===== src/rtl/frt_pkg.sv =====
// ----------------------------------------------------------------------------
// frt_pkg
// shared types and constants of the fragment reassembly tracker
// ----------------------------------------------------------------------------
package frt_pkg;

  typedef enum logic [2:0] {
    VERDICT_STORED    = 3'd0,
    VERDICT_COMPLETE  = 3'd1,
    VERDICT_DROPPED   = 3'd2,
    VERDICT_NO_ENTRY  = 3'd3,
    VERDICT_BAD_HDR   = 3'd4,
    VERDICT_SKIPPED   = 3'd5,
    VERDICT_FULL      = 3'd6
  } verdict_t;

  localparam logic [1:0] CFG_MAGIC     = 2'd0;
  localparam logic [1:0] CFG_EXCLUSION = 2'd1;
  localparam logic [1:0] CFG_MAX_SIZE  = 2'd2;

  typedef struct packed {
    logic [47:0] source_key;
    logic        first_in_packet;
    logic [31:0] header_magic;
    logic [31:0] sender_exclusion_id;
    logic [31:0] msg_tag;
    logic [31:0] chunk_offset;
    logic [31:0] chunk_size;
    logic [31:0] total_size;
    logic [15:0] bytes_remaining;
  } frag_hdr_t;

  typedef struct packed {
    logic [2:0]  verdict;
    logic [5:0]  slot;
    logic [23:0] write_offset;
    logic [23:0] write_length;
    logic [23:0] message_size;
  } frag_res_t;

  typedef struct packed {
    logic [1:0]  index;
    logic [31:0] data;
  } cfg_wr_t;

endpackage


===== src/rtl/frt_stream_if.sv =====
// ----------------------------------------------------------------------------
// frt_stream_if
// valid/ready channel carrying one payload word
// ----------------------------------------------------------------------------
interface frt_stream_if #(
  parameter type payload_t = logic
);
  logic     valid;
  logic     ready;
  payload_t payload;

  modport source (output valid, output payload, input ready);
  modport sink   (input valid, input payload, output ready);
endinterface


===== src/rtl/frt_ram.sv =====
// ----------------------------------------------------------------------------
// frt_ram
// generic single-write, single-read ram with registered read
// ----------------------------------------------------------------------------
module frt_ram #(
  parameter int WIDTH = 8,
  parameter int DEPTH = 8
) (
  input  logic                             clk,
  input  logic                             wr_en,
  input  logic [$clog2(DEPTH > 1 ? DEPTH : 2)-1:0] wr_addr,
  input  logic [WIDTH-1:0]                 wr_data,
  input  logic [$clog2(DEPTH > 1 ? DEPTH : 2)-1:0] rd_addr,
  output logic [WIDTH-1:0]                 rd_data
);
  logic [WIDTH-1:0] mem [DEPTH];

  always_ff @(posedge clk) begin
    if (wr_en) begin
      mem[wr_addr] <= wr_data;
    end
    rd_data <= mem[rd_addr];
  end
endmodule


===== src/rtl/frt_tag_match.sv =====
// ----------------------------------------------------------------------------
// frt_tag_match
// source tag registers with valid bits, match and free-slot search
// ----------------------------------------------------------------------------
module frt_tag_match #(
  parameter int SOURCES = 8,
  parameter int AW      = 3
) (
  input  logic          clk,
  input  logic          rst_n,
  input  logic [47:0]   key,
  input  logic          alloc,
  input  logic [AW-1:0] alloc_slot,
  output logic          hit,
  output logic [AW-1:0] hit_slot,
  output logic          free_found,
  output logic [AW-1:0] free_slot
);
  logic [SOURCES-1:0] valid_r;
  logic [47:0]        tag_r [SOURCES];

  always_ff @(posedge clk) begin
    if (!rst_n) begin
      valid_r <= '0;
    end else if (alloc) begin
      valid_r[alloc_slot] <= 1'b1;
    end
  end

  always_ff @(posedge clk) begin
    if (alloc) begin
      tag_r[alloc_slot] <= key;
    end
  end

  // lowest matching and lowest free entry
  always_comb begin
    hit        = 1'b0;
    hit_slot   = '0;
    free_found = 1'b0;
    free_slot  = '0;
    for (int i = SOURCES - 1; i >= 0; i--) begin
      if (valid_r[i] && tag_r[i] == key) begin
        hit      = 1'b1;
        hit_slot = AW'(i);
      end
      if (!valid_r[i]) begin
        free_found = 1'b1;
        free_slot  = AW'(i);
      end
    end
  end
endmodule


===== src/rtl/fragment_reassembly_tracker_unit.sv =====
// ----------------------------------------------------------------------------
// fragment_reassembly_tracker_unit
// per-source fragment sequence tracker with ram-held message state
// ----------------------------------------------------------------------------
// usage
//   in  : one decoded fragment header per transfer (valid/ready)
//   out : one verdict per header with slot, write offset/length and size
//   cfg : register writes (magic, exclusion id, max size), only when idle
// timing
//   header accepted -> entry state read from ram -> check and write back,
//   result registered before out valid rises
//   one header at a time; the next header is taken only after the ram read,
//   the read-modify-write of the entry, the result transfer and the cycle
//   in which in ready rises again
// reset
//   all source entries invalid, packet skip cleared, registers to defaults;
//   no clearing pass, entry ram is always written on open
// stall
//   a held result blocks the next header; nothing is lost or repeated
// ----------------------------------------------------------------------------
module fragment_reassembly_tracker_unit #(
  parameter int SOURCES   = 8,
  parameter int SIZE_BITS = 24
) (
  input  logic clk,
  input  logic rst_n,
  frt_stream_if.sink   in_ch,
  frt_stream_if.source out_ch,
  frt_stream_if.sink   cfg_ch
);
  import frt_pkg::*;

  localparam int AW = (SOURCES > 1) ? $clog2(SOURCES) : 1;
  localparam int EW = 32 + 2 * SIZE_BITS;
  localparam logic [32:0] SIZE_LIMIT = 33'((64'd1 << SIZE_BITS) - 64'd1);

  // configuration registers
  logic [31:0] magic_r, excl_r;
  logic [23:0] max_size_r;
  cfg_wr_t     cfg;
  assign cfg          = cfg_ch.payload;
  assign cfg_ch.ready = 1'b1;

  always_ff @(posedge clk) begin
    if (!rst_n) begin
      magic_r    <= '0;
      excl_r     <= '0;
      max_size_r <= 24'hFFFFFF;
    end else if (cfg_ch.valid) begin
      unique case (cfg.index)
        CFG_MAGIC:     magic_r    <= cfg.data;
        CFG_EXCLUSION: excl_r     <= cfg.data;
        CFG_MAX_SIZE:  max_size_r <= cfg.data[23:0];
        default: ;
      endcase
    end
  end

  // control: busy holds the header while the entry is read
  logic      busy_r, busy_nxt;
  logic      out_valid_r, out_valid_nxt;
  logic      skip_r, skip_nxt;
  frag_hdr_t hdr_r;
  frag_res_t res_r, res_nxt;

  assign in_ch.ready    = !busy_r && !out_valid_r;
  assign out_ch.valid   = out_valid_r;
  assign out_ch.payload = res_r;

  logic in_fire;
  assign in_fire = in_ch.valid && in_ch.ready;

  // tag match on the held header
  logic          hit, free_found, alloc;
  logic [AW-1:0] hit_slot, free_slot, slot;

  frt_tag_match #(.SOURCES(SOURCES), .AW(AW)) u_tag (
    .clk(clk), .rst_n(rst_n), .key(hdr_r.source_key),
    .alloc(alloc), .alloc_slot(free_slot),
    .hit(hit), .hit_slot(hit_slot),
    .free_found(free_found), .free_slot(free_slot)
  );

  // entry ram: {message id, expected offset, expected total}
  logic          ent_we;
  logic [EW-1:0] ent_wdata, ent_rdata;
  logic [AW-1:0] rd_addr;

  assign rd_addr = slot;

  frt_ram #(.WIDTH(EW), .DEPTH(SOURCES)) u_ent_ram (
    .clk(clk), .wr_en(ent_we), .wr_addr(slot), .wr_data(ent_wdata),
    .rd_addr(rd_addr), .rd_data(ent_rdata)
  );

  // busy_r: the first phase reads ram at slot (held header); phase_r marks data ready
  logic phase_r, phase_nxt;

  logic [31:0]          e_mid;
  logic [SIZE_BITS-1:0] e_off, e_tot;

  always_comb begin
    logic                 bad;
    logic                 restart;
    logic [31:0]          cur_mid;
    logic [32:0]          cur_off, cur_tot, nxt;
    logic                 ok;
    slot          = hit ? hit_slot : free_slot;
    e_mid         = ent_rdata[EW-1 -: 32];
    e_off         = ent_rdata[2*SIZE_BITS-1 -: SIZE_BITS];
    e_tot         = ent_rdata[SIZE_BITS-1:0];
    busy_nxt      = busy_r;
    phase_nxt     = phase_r;
    out_valid_nxt = out_valid_r && !out_ch.ready;
    skip_nxt      = skip_r;
    res_nxt       = res_r;
    alloc         = 1'b0;
    ent_we        = 1'b0;
    ent_wdata     = '0;
    bad           = 1'b0;
    restart       = 1'b0;
    cur_mid       = '0;
    cur_off       = '0;
    cur_tot       = '0;
    nxt           = '0;
    ok            = 1'b0;
    if (in_fire) begin
      busy_nxt  = 1'b1;
      phase_nxt = 1'b0;
    end else if (busy_r && !phase_r) begin
      phase_nxt = 1'b1; // ram read issued this cycle
    end else if (busy_r && phase_r) begin
      busy_nxt      = 1'b0;
      out_valid_nxt = 1'b1;
      res_nxt       = '0;
      skip_nxt      = skip_r && !hdr_r.first_in_packet;
      bad = hdr_r.header_magic != magic_r ||
            (excl_r != '0 && excl_r == hdr_r.sender_exclusion_id) ||
            hdr_r.chunk_size > {16'd0, hdr_r.bytes_remaining} ||
            hdr_r.total_size > {8'd0, max_size_r} ||
            {1'b0, hdr_r.total_size} > SIZE_LIMIT;
      if (skip_nxt) begin
        res_nxt.verdict = VERDICT_SKIPPED;
      end else if (bad) begin
        skip_nxt        = 1'b1;
        res_nxt.verdict = VERDICT_BAD_HDR;
      end else if (!hit && hdr_r.chunk_offset != '0) begin
        res_nxt.verdict = VERDICT_NO_ENTRY;
      end else if (!hit && !free_found) begin
        res_nxt.verdict = VERDICT_FULL;
      end else begin
        alloc   = !hit;
        restart = !hit || hdr_r.chunk_offset == '0 || hdr_r.msg_tag != e_mid;
        cur_mid = restart ? hdr_r.msg_tag : e_mid;
        cur_off = restart ? 33'd0 : 33'(e_off);
        cur_tot = restart ? 33'(hdr_r.total_size) : 33'(e_tot);
        nxt     = 33'(hdr_r.chunk_offset) + 33'(hdr_r.chunk_size);
        ok      = 33'(hdr_r.total_size) == cur_tot &&
                  33'(hdr_r.chunk_offset) == cur_off && nxt <= cur_tot;
        ent_we       = 1'b1;
        res_nxt.slot = 6'(slot);
        if (ok) begin
          res_nxt.write_offset = hdr_r.chunk_offset[23:0];
          res_nxt.write_length = hdr_r.chunk_size[23:0];
          res_nxt.message_size = hdr_r.total_size[23:0];
          if (nxt == cur_tot) begin
            res_nxt.verdict = VERDICT_COMPLETE;
            ent_wdata       = {cur_mid, {2*SIZE_BITS{1'b0}}};
          end else begin
            res_nxt.verdict = VERDICT_STORED;
            ent_wdata = {cur_mid, nxt[SIZE_BITS-1:0], cur_tot[SIZE_BITS-1:0]};
          end
        end else begin
          res_nxt.verdict = VERDICT_DROPPED;
          ent_wdata       = {cur_mid, {2*SIZE_BITS{1'b0}}};
        end
      end
    end
  end

  always_ff @(posedge clk) begin
    if (!rst_n) begin
      busy_r      <= 1'b0;
      phase_r     <= 1'b0;
      out_valid_r <= 1'b0;
      skip_r      <= 1'b0;
    end else begin
      busy_r      <= busy_nxt;
      phase_r     <= phase_nxt;
      out_valid_r <= out_valid_nxt;
      skip_r      <= skip_nxt;
    end
  end

  always_ff @(posedge clk) begin
    if (in_fire) begin
      hdr_r <= in_ch.payload;
    end
    res_r <= res_nxt;
  end

  // the held header is never replaced while it is being worked on
  assert property (@(posedge clk) disable iff (!rst_n) busy_r |-> !in_ch.ready)
    else $error("header accepted while busy");
  // a result appears in the cycle after the finishing phase
  assert property (@(posedge clk) disable iff (!rst_n)
    (busy_r && phase_r) |=> out_valid_r)
    else $error("result missing after entry update");
  // the entry ram is written only in the finishing phase
  assert property (@(posedge clk) disable iff (!rst_n)
    ent_we |-> (busy_r && phase_r))
    else $error("entry write outside update phase");
endmodule


===== src/flat_wrapper.sv =====
// flat-port wrapper written by rule: the top's interface ports become plain ports
module fragment_reassembly_tracker_unit_flat import frt_pkg::*;
#(
  parameter int SOURCES   = 8,
  parameter int SIZE_BITS = 24
)
  (clk, rst_n, in_ch_valid, in_ch_payload, in_ch_ready, out_ch_valid, out_ch_payload, out_ch_ready, cfg_ch_valid, cfg_ch_payload, cfg_ch_ready);
  frt_stream_if #(.payload_t(frag_hdr_t)) in_ch_i ();
  frt_stream_if #(.payload_t(frag_res_t)) out_ch_i ();
  frt_stream_if #(.payload_t(cfg_wr_t)) cfg_ch_i ();
  input  logic clk;
  input  logic rst_n;
  input wire logic [$bits(in_ch_i.valid)-1:0] in_ch_valid;
  input wire logic [$bits(in_ch_i.payload)-1:0] in_ch_payload;
  output wire logic [$bits(in_ch_i.ready)-1:0] in_ch_ready;
  output wire logic [$bits(out_ch_i.valid)-1:0] out_ch_valid;
  output wire logic [$bits(out_ch_i.payload)-1:0] out_ch_payload;
  input wire logic [$bits(out_ch_i.ready)-1:0] out_ch_ready;
  input wire logic [$bits(cfg_ch_i.valid)-1:0] cfg_ch_valid;
  input wire logic [$bits(cfg_ch_i.payload)-1:0] cfg_ch_payload;
  output wire logic [$bits(cfg_ch_i.ready)-1:0] cfg_ch_ready;
  assign in_ch_i.valid = in_ch_valid;
  assign in_ch_i.payload = in_ch_payload;
  assign in_ch_ready = in_ch_i.ready;
  assign out_ch_valid = out_ch_i.valid;
  assign out_ch_payload = out_ch_i.payload;
  assign out_ch_i.ready = out_ch_ready;
  assign cfg_ch_i.valid = cfg_ch_valid;
  assign cfg_ch_i.payload = cfg_ch_payload;
  assign cfg_ch_ready = cfg_ch_i.ready;
  fragment_reassembly_tracker_unit #(.SOURCES(SOURCES), .SIZE_BITS(SIZE_BITS)) u_core (.clk(clk), .rst_n(rst_n), .in_ch(in_ch_i), .out_ch(out_ch_i), .cfg_ch(cfg_ch_i));
endmodule

===== config.mk =====
export PLATFORM = sky130hd
export DESIGN_NAME = fragment_reassembly_tracker_unit_flat
export DESIGN_NICKNAME = d
export VERILOG_FILES = /design/src/rtl/frt_pkg.sv /design/src/rtl/frt_stream_if.sv /design/src/rtl/frt_ram.sv /design/src/rtl/frt_tag_match.sv /design/src/rtl/fragment_reassembly_tracker_unit.sv /design/src/flat_wrapper.sv
export SDC_FILE = /design/constraint.sdc
export NUM_CORES = 2
export LEC_CHECK = 0
export ABC_AREA = 1
export BUFFER_PORTS_ARGS = -buffer_cell sky130_fd_sc_hd__buf_2
export CAP_MARGIN = 10
export CORE_MARGIN = 4
export CORE_UTILIZATION = 40
export DETAILED_ROUTE_END_ITERATION = 10
export PLACE_DENSITY = 0.63
export SLEW_MARGIN = 20
export SYNTH_ARGS = -nofsm -noshare
export SYNTH_HDL_FRONTEND = slang
export SYNTH_HIERARCHICAL = 1
export SYNTH_SLANG_ARGS = --single-unit

===== constraint.sdc =====
create_clock -name clk -period 6.2 [get_ports clk]
set_input_delay 0.93 -clock clk [delete_from_list [all_inputs] [get_ports clk]]
set_output_delay 0.93 -clock clk [all_outputs]
set_load 0.1 [all_outputs]

# Yosys cells after proc, flatten, opt, wreduce, memory -nomap -nowiden

Memory sizes are Yosys's and may differ from the RTL's. A register that Yosys moved wholly into a read port is not among the register bits.
Index checks and enable logic that the tools add are counted.

Bits in registers: 438
Memory bits (writable): 1024
Input port bits: 296
Output and inout port bits: 84
Word-level logic and storage cells: 181
Memories: 2

Add/subtract/negate cells: 1
Magnitude comparators: 6
Eq/ne operators: 17
Multiplexer cells: 78
Bitwise operators: 5
Reductions and logical operators: 48

Memories:

| name                 | words | bits a word | rd ports | clocked after Yosys merged registers in | write ports | RTL line            | text |
|---|---|---|---|---|---|---|---|
| u_core.u_ent_ram.mem | 8     | 80          | 1        | 1                                       | 1           | frt_ram.sv:16       | `logic [WIDTH-1:0] mem [DEPTH];` |
| u_core.u_tag.tag_r   | 8     | 48          | 8        | 0                                       | 1           | frt_tag_match.sv:20 | `logic [47:0] tag_r [SOURCES];` |

Operator list:

| cell                                                                   | count |
|---|---|
| 80-bit two-way mux                                                     | 7 |
| 48-bit == test                                                         | 8 |
| 48-bit two-way mux                                                     | 2 |
| 32-bit by 33-bit == test with 1-bit output                             | 2 |
| 32-bit two-way mux                                                     | 2 |
| 32-bit != test                                                         | 2 |
| 32-bit nonzero test                                                    | 2 |
| 3-bit two-way mux                                                      | 19 |
| 1-bit two-way mux                                                      | 45 |
| 32-bit by 32-bit adder with 33-bit output                              | 1 |
| 33-bit == test                                                         | 1 |
| 33-bit <= comparator                                                   | 1 |
| 32-bit == test                                                         | 1 |
| 32-bit by 16-bit > comparator with 1-bit output                        | 1 |
| 32-bit by 24-bit > comparator with 1-bit output                        | 1 |
| 32-bit by 24-bit > comparator with 1-bit output, second input constant | 1 |
| 32-bit zero test                                                       | 1 |
| 24-bit two-way mux                                                     | 1 |
| 1-bit logical AND                                                      | 20 |
| 8-bit bitwise OR                                                       | 1 |
| 2-bit AND reduction                                                    | 4 |
| 1-bit zero test                                                        | 7 |
| 1-bit logical OR                                                       | 6 |
| 5-bit OR reduction                                                     | 1 |
| other kinds (14)                                                       | 18 |

# Logic depth before layout (Yosys ltp)

An unclocked memory read counts as a cell.

Word-level depth: 26
Depth in mapped cells: 47
Mapped depth without buffers: 42

# By module

Netlist, hierarchy kept.

By module, submodules not included:

| module                           | instances | cells each | area each (um^2) | seq. area each (um^2) |
|---|---|---|---|---|
| frt_ram                          | 1         | 2863       | 29512.1          | 20820.0 |
| fragment_reassembly_tracker_unit | 1         | 2330       | 21917.3          | 11901.4 |
| frt_tag_match                    | 1         | 1504       | 17229.0          | 11691.2 |

# Worst setup path before layout

Ideal clock, no wire load.

Path type: register to register
From: register u_core.out_valid_r (netlist: u_core/out_ch.valid)
To: register u_core/hdr_r[0] (netlist name), enable pin
Setup time: 609 ps
Arrival: 7307 ps
Required time: 5591 ps
Setup slack: -1717 ps
Cell stages (with the launch flop): 4
Path buffers: 0
Period minus slack after synthesis: 7917 ps
Path through: dfxtp_1 > nor2_1 > nand2_1 > inv_1

Cells in the longest elaborated chain, start to end: 3

Ends and longest elaborated chain:

| what                   | RTL line                                | text |
|---|---|---|
| start, declared        | fragment_reassembly_tracker_unit.sv:61  | `logic out_valid_r, out_valid_nxt;` |
| start signal, assigned | fragment_reassembly_tracker_unit.sv:190 | `out_valid_r <= out_valid_nxt;` |
| 1-bit zero test        | fragment_reassembly_tracker_unit.sv:66  | `assign in_ch.ready = !busy_r && !out_valid_r;` |
| 1-bit logical AND      | fragment_reassembly_tracker_unit.sv:66  |  |
| named net in_ch_ready  | flat_wrapper.sv:15                      | `output wire logic [$bits(in_ch_i.ready)-1:0] in_ch_ready;` |
| 1-bit logical AND      | fragment_reassembly_tracker_unit.sv:71  | `assign in_fire = in_ch.valid && in_ch.ready;` |
| end signal, assigned   | fragment_reassembly_tracker_unit.sv:197 | `hdr_r <= in_ch.payload;` |
| end, declared          | fragment_reassembly_tracker_unit.sv:63  | `frag_hdr_t hdr_r;` |

The timed path passes the listed nets, and every way through them passes these cells.
A chain may end at the register's enable or synchronous reset.

# Worst setup path after layout

From: register u_core/hdr_r[241] (netlist name)
To: memory u_core/u_ent_ram/mem[6][42] (netlist name), data pin

Cells in the longest elaborated chain, start to end: 25
Elaborated cells between the ends (all ways): 46
Those cells by class: order compare (1); eq/ne (11); mux (19); reduce/logical (15)

Ends and longest elaborated chain:

| what                                                         | RTL line                                                                                                                  | text |
|---|---|---|
| 48-bit == test                                               | frt_tag_match.sv:43                                                                                                       | `if (valid_r[i] && tag_r[i] == key) begin` |
| 1-bit logical AND                                            | frt_tag_match.sv:43                                                                                                       |  |
| 1-bit two-way mux (7 in series)                              | frt_tag_match.sv:43                                                                                                       |  |
| 1-bit two-way mux *                                          | frt_tag_match.sv:43                                                                                                       |  |
| named net u_core.hit                                         | fragment_reassembly_tracker_unit.sv:74                                                                                    | `logic hit, free_found, alloc;` |
| 1-bit zero test *                                            | fragment_reassembly_tracker_unit.sv:147, fragment_reassembly_tracker_unit.sv:149, fragment_reassembly_tracker_unit.sv:153 |  |
| branches (longest 8 deep; another with 33-bit <= comparator) | --                                                                                                                        |  |
| 80-bit two-way mux *                                         | fragment_reassembly_tracker_unit.sv:147                                                                                   | `end else if (!hit && hdr_r.chunk_offset != '0) begin` |
| 80-bit two-way mux *                                         | fragment_reassembly_tracker_unit.sv:144                                                                                   | `end else if (bad) begin` |
| 80-bit two-way mux *                                         | fragment_reassembly_tracker_unit.sv:142                                                                                   | `if (skip_nxt) begin` |
| 80-bit two-way mux *                                         | fragment_reassembly_tracker_unit.sv:132                                                                                   | `end else if (busy_r && phase_r) begin` |
| 80-bit two-way mux *                                         | fragment_reassembly_tracker_unit.sv:130                                                                                   | `end else if (busy_r && !phase_r) begin` |
| 80-bit two-way mux *                                         | fragment_reassembly_tracker_unit.sv:127                                                                                   | `if (in_fire) begin` |
| named net u_core.ent_wdata[42]                               | fragment_reassembly_tracker_unit.sv:86                                                                                    | `logic [EW-1:0] ent_wdata, ent_rdata;` |
| end, declared                                                | frt_ram.sv:16                                                                                                             |  |

Mark *: on every way through the listed nets, which the timed path passes.

==> reports/results.tsv <==
stage	metric	value	unit
outcome	status	complete, no violations	
power_and_ir_drop	P_int	17.6	mW
placed_design	dpl hpwl	146000	um
worst_setup_path	CP endpoint kind	flip-flop	
timing	# setup viols final	0	
finish	commonest non-fill, non-tap cells in the layout	nand2_1 (1824), edfxtp_1 (1359), inv_1 (1019), nor2_1 (463), nand3_1 (412)	
worst_setup_path	Worst Path Required	6.71	ns
die	die footprint	0.178	sq mm
worst_hold_path	WHS Path Cells	1	
worst_setup_path	launching point of the worst reg2reg path	u_core/hdr_r[241]$_DFFE_PP_	
timing	worst slew pin tran	1.13	ns
yosys	EDFF count, synth	1359	
worst_setup_path	setup slack, reg-to-reg	0.36	ns
power_and_ir_drop	switch share	23.5	%
timing	fmax	171	MHz
clocking	hold buffers post-CTS	0	
die	core area	0.170	sq mm
clocking	Worst-path clk slew	0.06	ns
clocking	clock root cell	clkbuf_16	
power_and_ir_drop	Reg power frac	50.1	%
die	# IOs	380	
yosys	fraction of registers with async set/reset	0	%
worst_setup_path	crit path DAT	6.35	ns
global_route	GRT Residual Overflow	0	
worst_setup_path	Slowest-stage cell, CP	edfxtp_1	
timing	post-route setup slack	0.363	ns
placed_design	routability cong.	1.02	
routing	Iteration-0 DRC Markers	4659	
worst_setup_path	CP Launch Type	flip-flop	
worst_hold_path	worst hold path startpoint	in_ch_payload[103]	
worst_setup_path	worst r2r dst	u_core/u_ent_ram/mem[6][42]$_DFFE_PP_	
yosys	Unique masters post-synth	52	
finish	area grow syn2layout	17.1	%
timing	fin crit share	94.1	%
die	initial core utilization	40.4	%
routing	wire per inst	22.2	um
worst_setup_path	crit-path max cell delay	0.39	ns
worst_setup_path	CP top delay family	simple AND/OR/NAND/NOR gates	
global_route	vias in the first global route	47400	
power_and_ir_drop	LEAKAGE	35.1	nW
routing	drt via density	5.12	
yosys	sequential area share after synthesis	64.7	%
worst_setup_path	crit path buf inv count	7	
power_and_ir_drop	Clk network pwr share	43.3	%
routing	antenna viol nets, final	0	
finish	final cell count without fillers	9617	
die	die height	422	um
worst_setup_path	r2r worst-path depth	33	
global_route	largest net degree at the start of global routing	252	
power_and_ir_drop	pwr/cell area	286	mW/mm^2
placed_design	dpl ws	0.0462	ns
global_route	global-route wire length before repair	310000	um
yosys	cell taking the most area after synthesis	edfxtp_1	
clocking	H-Tree Depth	4	
yosys	Synth Flop Type	edfxtp_1	
worst_hold_path	Hold Path Sink	u_core/hdr_r[103]$_DFFE_PP_	
finish	commonest non-fill, non-tap cell in the layout	nand2_1	
timing	Max Slew Vio Count	0	
yosys	post-synthesis register bit count	1539	
clocking	Num CTS Buffers	166	
routing	WL final	213000	um
timing	Period minus WS final	5.84	ns
routing	routed via count	49200	
global_route	initial antenna violation count	15	
timing	Rel. slew slack	24.9	%
finish	nets@finish	7649	
timing	unrepaired setup endpoints after global routing	false	
yosys	yosys warns	6	
power_and_ir_drop	combinational power share	6.6	%
yosys	Synth Cell Area	0.0687	sq mm
finish	FILL cells	15500	
flow_run	Max Cap Viol	0	
clocking	Worst-Skew Late Latency	0.81	ns
clocking	clock tree buffer depth	3	
timing	Final Hold Viols	0	
yosys	largest cells by area after synthesis	edfxtp_1 (59%), nand2_1 (10%), inv_1 (5.6%), dfxtp_1 (5.2%), nand3_1 (3.0%)	
worst_setup_path	CP Class	reg2reg	
finish	fin util	47.3	%
finish	share of cells above drive strength 1	14.7	%
yosys	Post-Synthesis Cells	6697	
yosys	average cell area after synthesis	10.3	sq um
worst_setup_path	Critical Path Fanout Max	22	
yosys	top cell type's share of synthesized area	59.4	%
placed_design	PortBufs	375	
power_and_ir_drop	Peak VDD IR	0.000255	V
timing	clock skew	0.0498	ns
die	Core Rows	151	
routing	DRT Pass-1 Iters	6	
clocking	TritonCTS clock tree	built	
die	DIE WIDTH	422	um
global_route	GRT Util Overall	23.3	%
placed_design	post-placement cell count	9276	
timing	hold slack	0.293	ns
routing	Remaining DRCs	0	
worst_hold_path	worst hold path class	in2reg	
power_and_ir_drop	Sw Pwr	5.41	mW
clocking	Sink Count	1539	
worst register-to-register path, delay by kind of cell (launching register included):
family	cells	cell delay [ns]
AO/OA/AOI/OAI	2	0.17
XOR/XNOR	1	0.34
adder cells (fa/ha/maj)	1	0.31
buffers and inverters	7	1.31
flip-flops	1	0.39
AND/OR/NAND/NOR	22	3.08
power by group through the flow:
stage,logic [mW],registers [mW],clock network (mW)
floorplan,0.785,11.7,0
global route,1.65,11.5,10.6
finish,1.52,11.5,9.96
CTS,1.47,11.5,10.1
global placement,1.46,11.8,0
detailed placement,1.46,11.8,0
worst max-delay path by stage:
stage	startpoint	endpoint	depth (start not counted)	slack (ns)
6_report	u_core/hdr_r[241]$_DFFE_PP_	u_core/u_ent_ram/mem[6][42]$_DFFE_PP_	33	0.36
5_1_grt	u_core/hdr_r[229]$_DFFE_PP_	u_core/u_ent_ram/mem[2][38]$_DFFE_PP_	41	0.04
4_1_cts	u_core/hdr_r[244]$_DFFE_PP_	u_core/u_ent_ram/mem[0][4]$_DFFE_PP_	38	0.01
3_5_place_dp	u_core/hdr_r[244]$_DFFE_PP_	u_core/u_ent_ram/mem[4][45]$_DFFE_PP_	39	0.05
3_3_place_gp	u_core/hdr_r[240]$_DFFE_PP_	u_core/u_ent_ram/mem[1][4]$_DFFE_PP_	37	0.04
2_1_floorplan	u_core/busy_r$_SDFFE_PN0P_	u_core/u_ent_ram/mem[5][0]$_DFFE_PP_	7	-0.58
synthesized netlist by cell type, drive strengths merged, types with 38 or more instances:
cell type / count
o22ai: 47
nand2: 1830
xor2: 90
edfxtp: 1359
buf: 189
ha: 104
xnor2: 104
o21ai: 215
nor2: 492
inv: 1087
clkbuf: 54
nor3: 139
nor4: 38
nand4: 98
dfxtp: 180
a21oi: 102
nand3: 415
cells by family after synthesis:
logic type / after synthesis / share of synthesized area, %
AOI/OAI and AO/OA: 482 / 4.10
xor gates and xnor gates: 194 / 2.47
adders and majority gates: 105 / 1.92
buffers and inverters: 1331 / 7.95
DFF: 1539 / 64.7
other: 2 / 0.0109
and+or+nand+nor: 3044 / 18.9
repair_timing:
| item | 4_1_cts | 5_1_grt |
|---|---|---|
| gates resized for setup | 0 | 58 |
| setup endpoints to repair | 0 | 449 |
| setup buffers | 0 | 21 |
metrics by stage:
step	setup TNS (ns)	area, sq um	power (mW)
final	0	80400	23.0
after detailed placement	0	74300	13.2
after CTS	0	79900	23.1
after global placement	0	74300	13.2
after floorplan	-331.33	68700	12.5
after global routing	0	80400	23.8
state kept, by name, summed over array words and instances (netlist names):
register / flops
u_core/excl_r: 32
u_core/max_size_r: 24
u_core/u_tag/valid_r: 8
u_core/out_ch.payload: 78
u_core/magic_r: 32
u_core/phase_r: 1
u_core/out_ch.valid: 1
u_core/skip_r: 1
u_core/hdr_r: 257
u_core/busy_r: 1
u_core/u_tag/tag_r: 384
u_core/u_ent_ram/rd_data: 80
u_core/u_ent_ram/mem: 640
layout make-up:
| type | count | area [sq um] | share of cell area, % |
|---|---|---|---|
| Antenna cell | 8 | 20.0 | 0.0249 |
| Clock buffer | 219 | 4590 | 5.70 |
| Clock inverter | 92 | 987 | 1.23 |
| Inverter | 1088 | 4130 | 5.13 |
| Multi-Input combinational cell | 3837 | 19300 | 24.0 |
| Sequential cell | 1539 | 44400 | 55.2 |
| Tap cell | 2218 | 2780 | 3.45 |
| Timing Repair Buffer | 616 | 4240 | 5.28 |
metal layers:
| metal | GRT usage, % | routed length (um) | vias to the layer above |
|---|---|---|---|
| met5 | 0 | 0 | - |
| li1 | - | - | 23100 |
| met3 | 3.52 | 14100 | 554 |
| met1 | 28.4 | 81700 | 23600 |
| met4 | 11.7 | 12300 | 0 |
| met2 | 40.2 | 105000 | 2007 |
No activity file was read; power rests on OpenSTA's default activity.
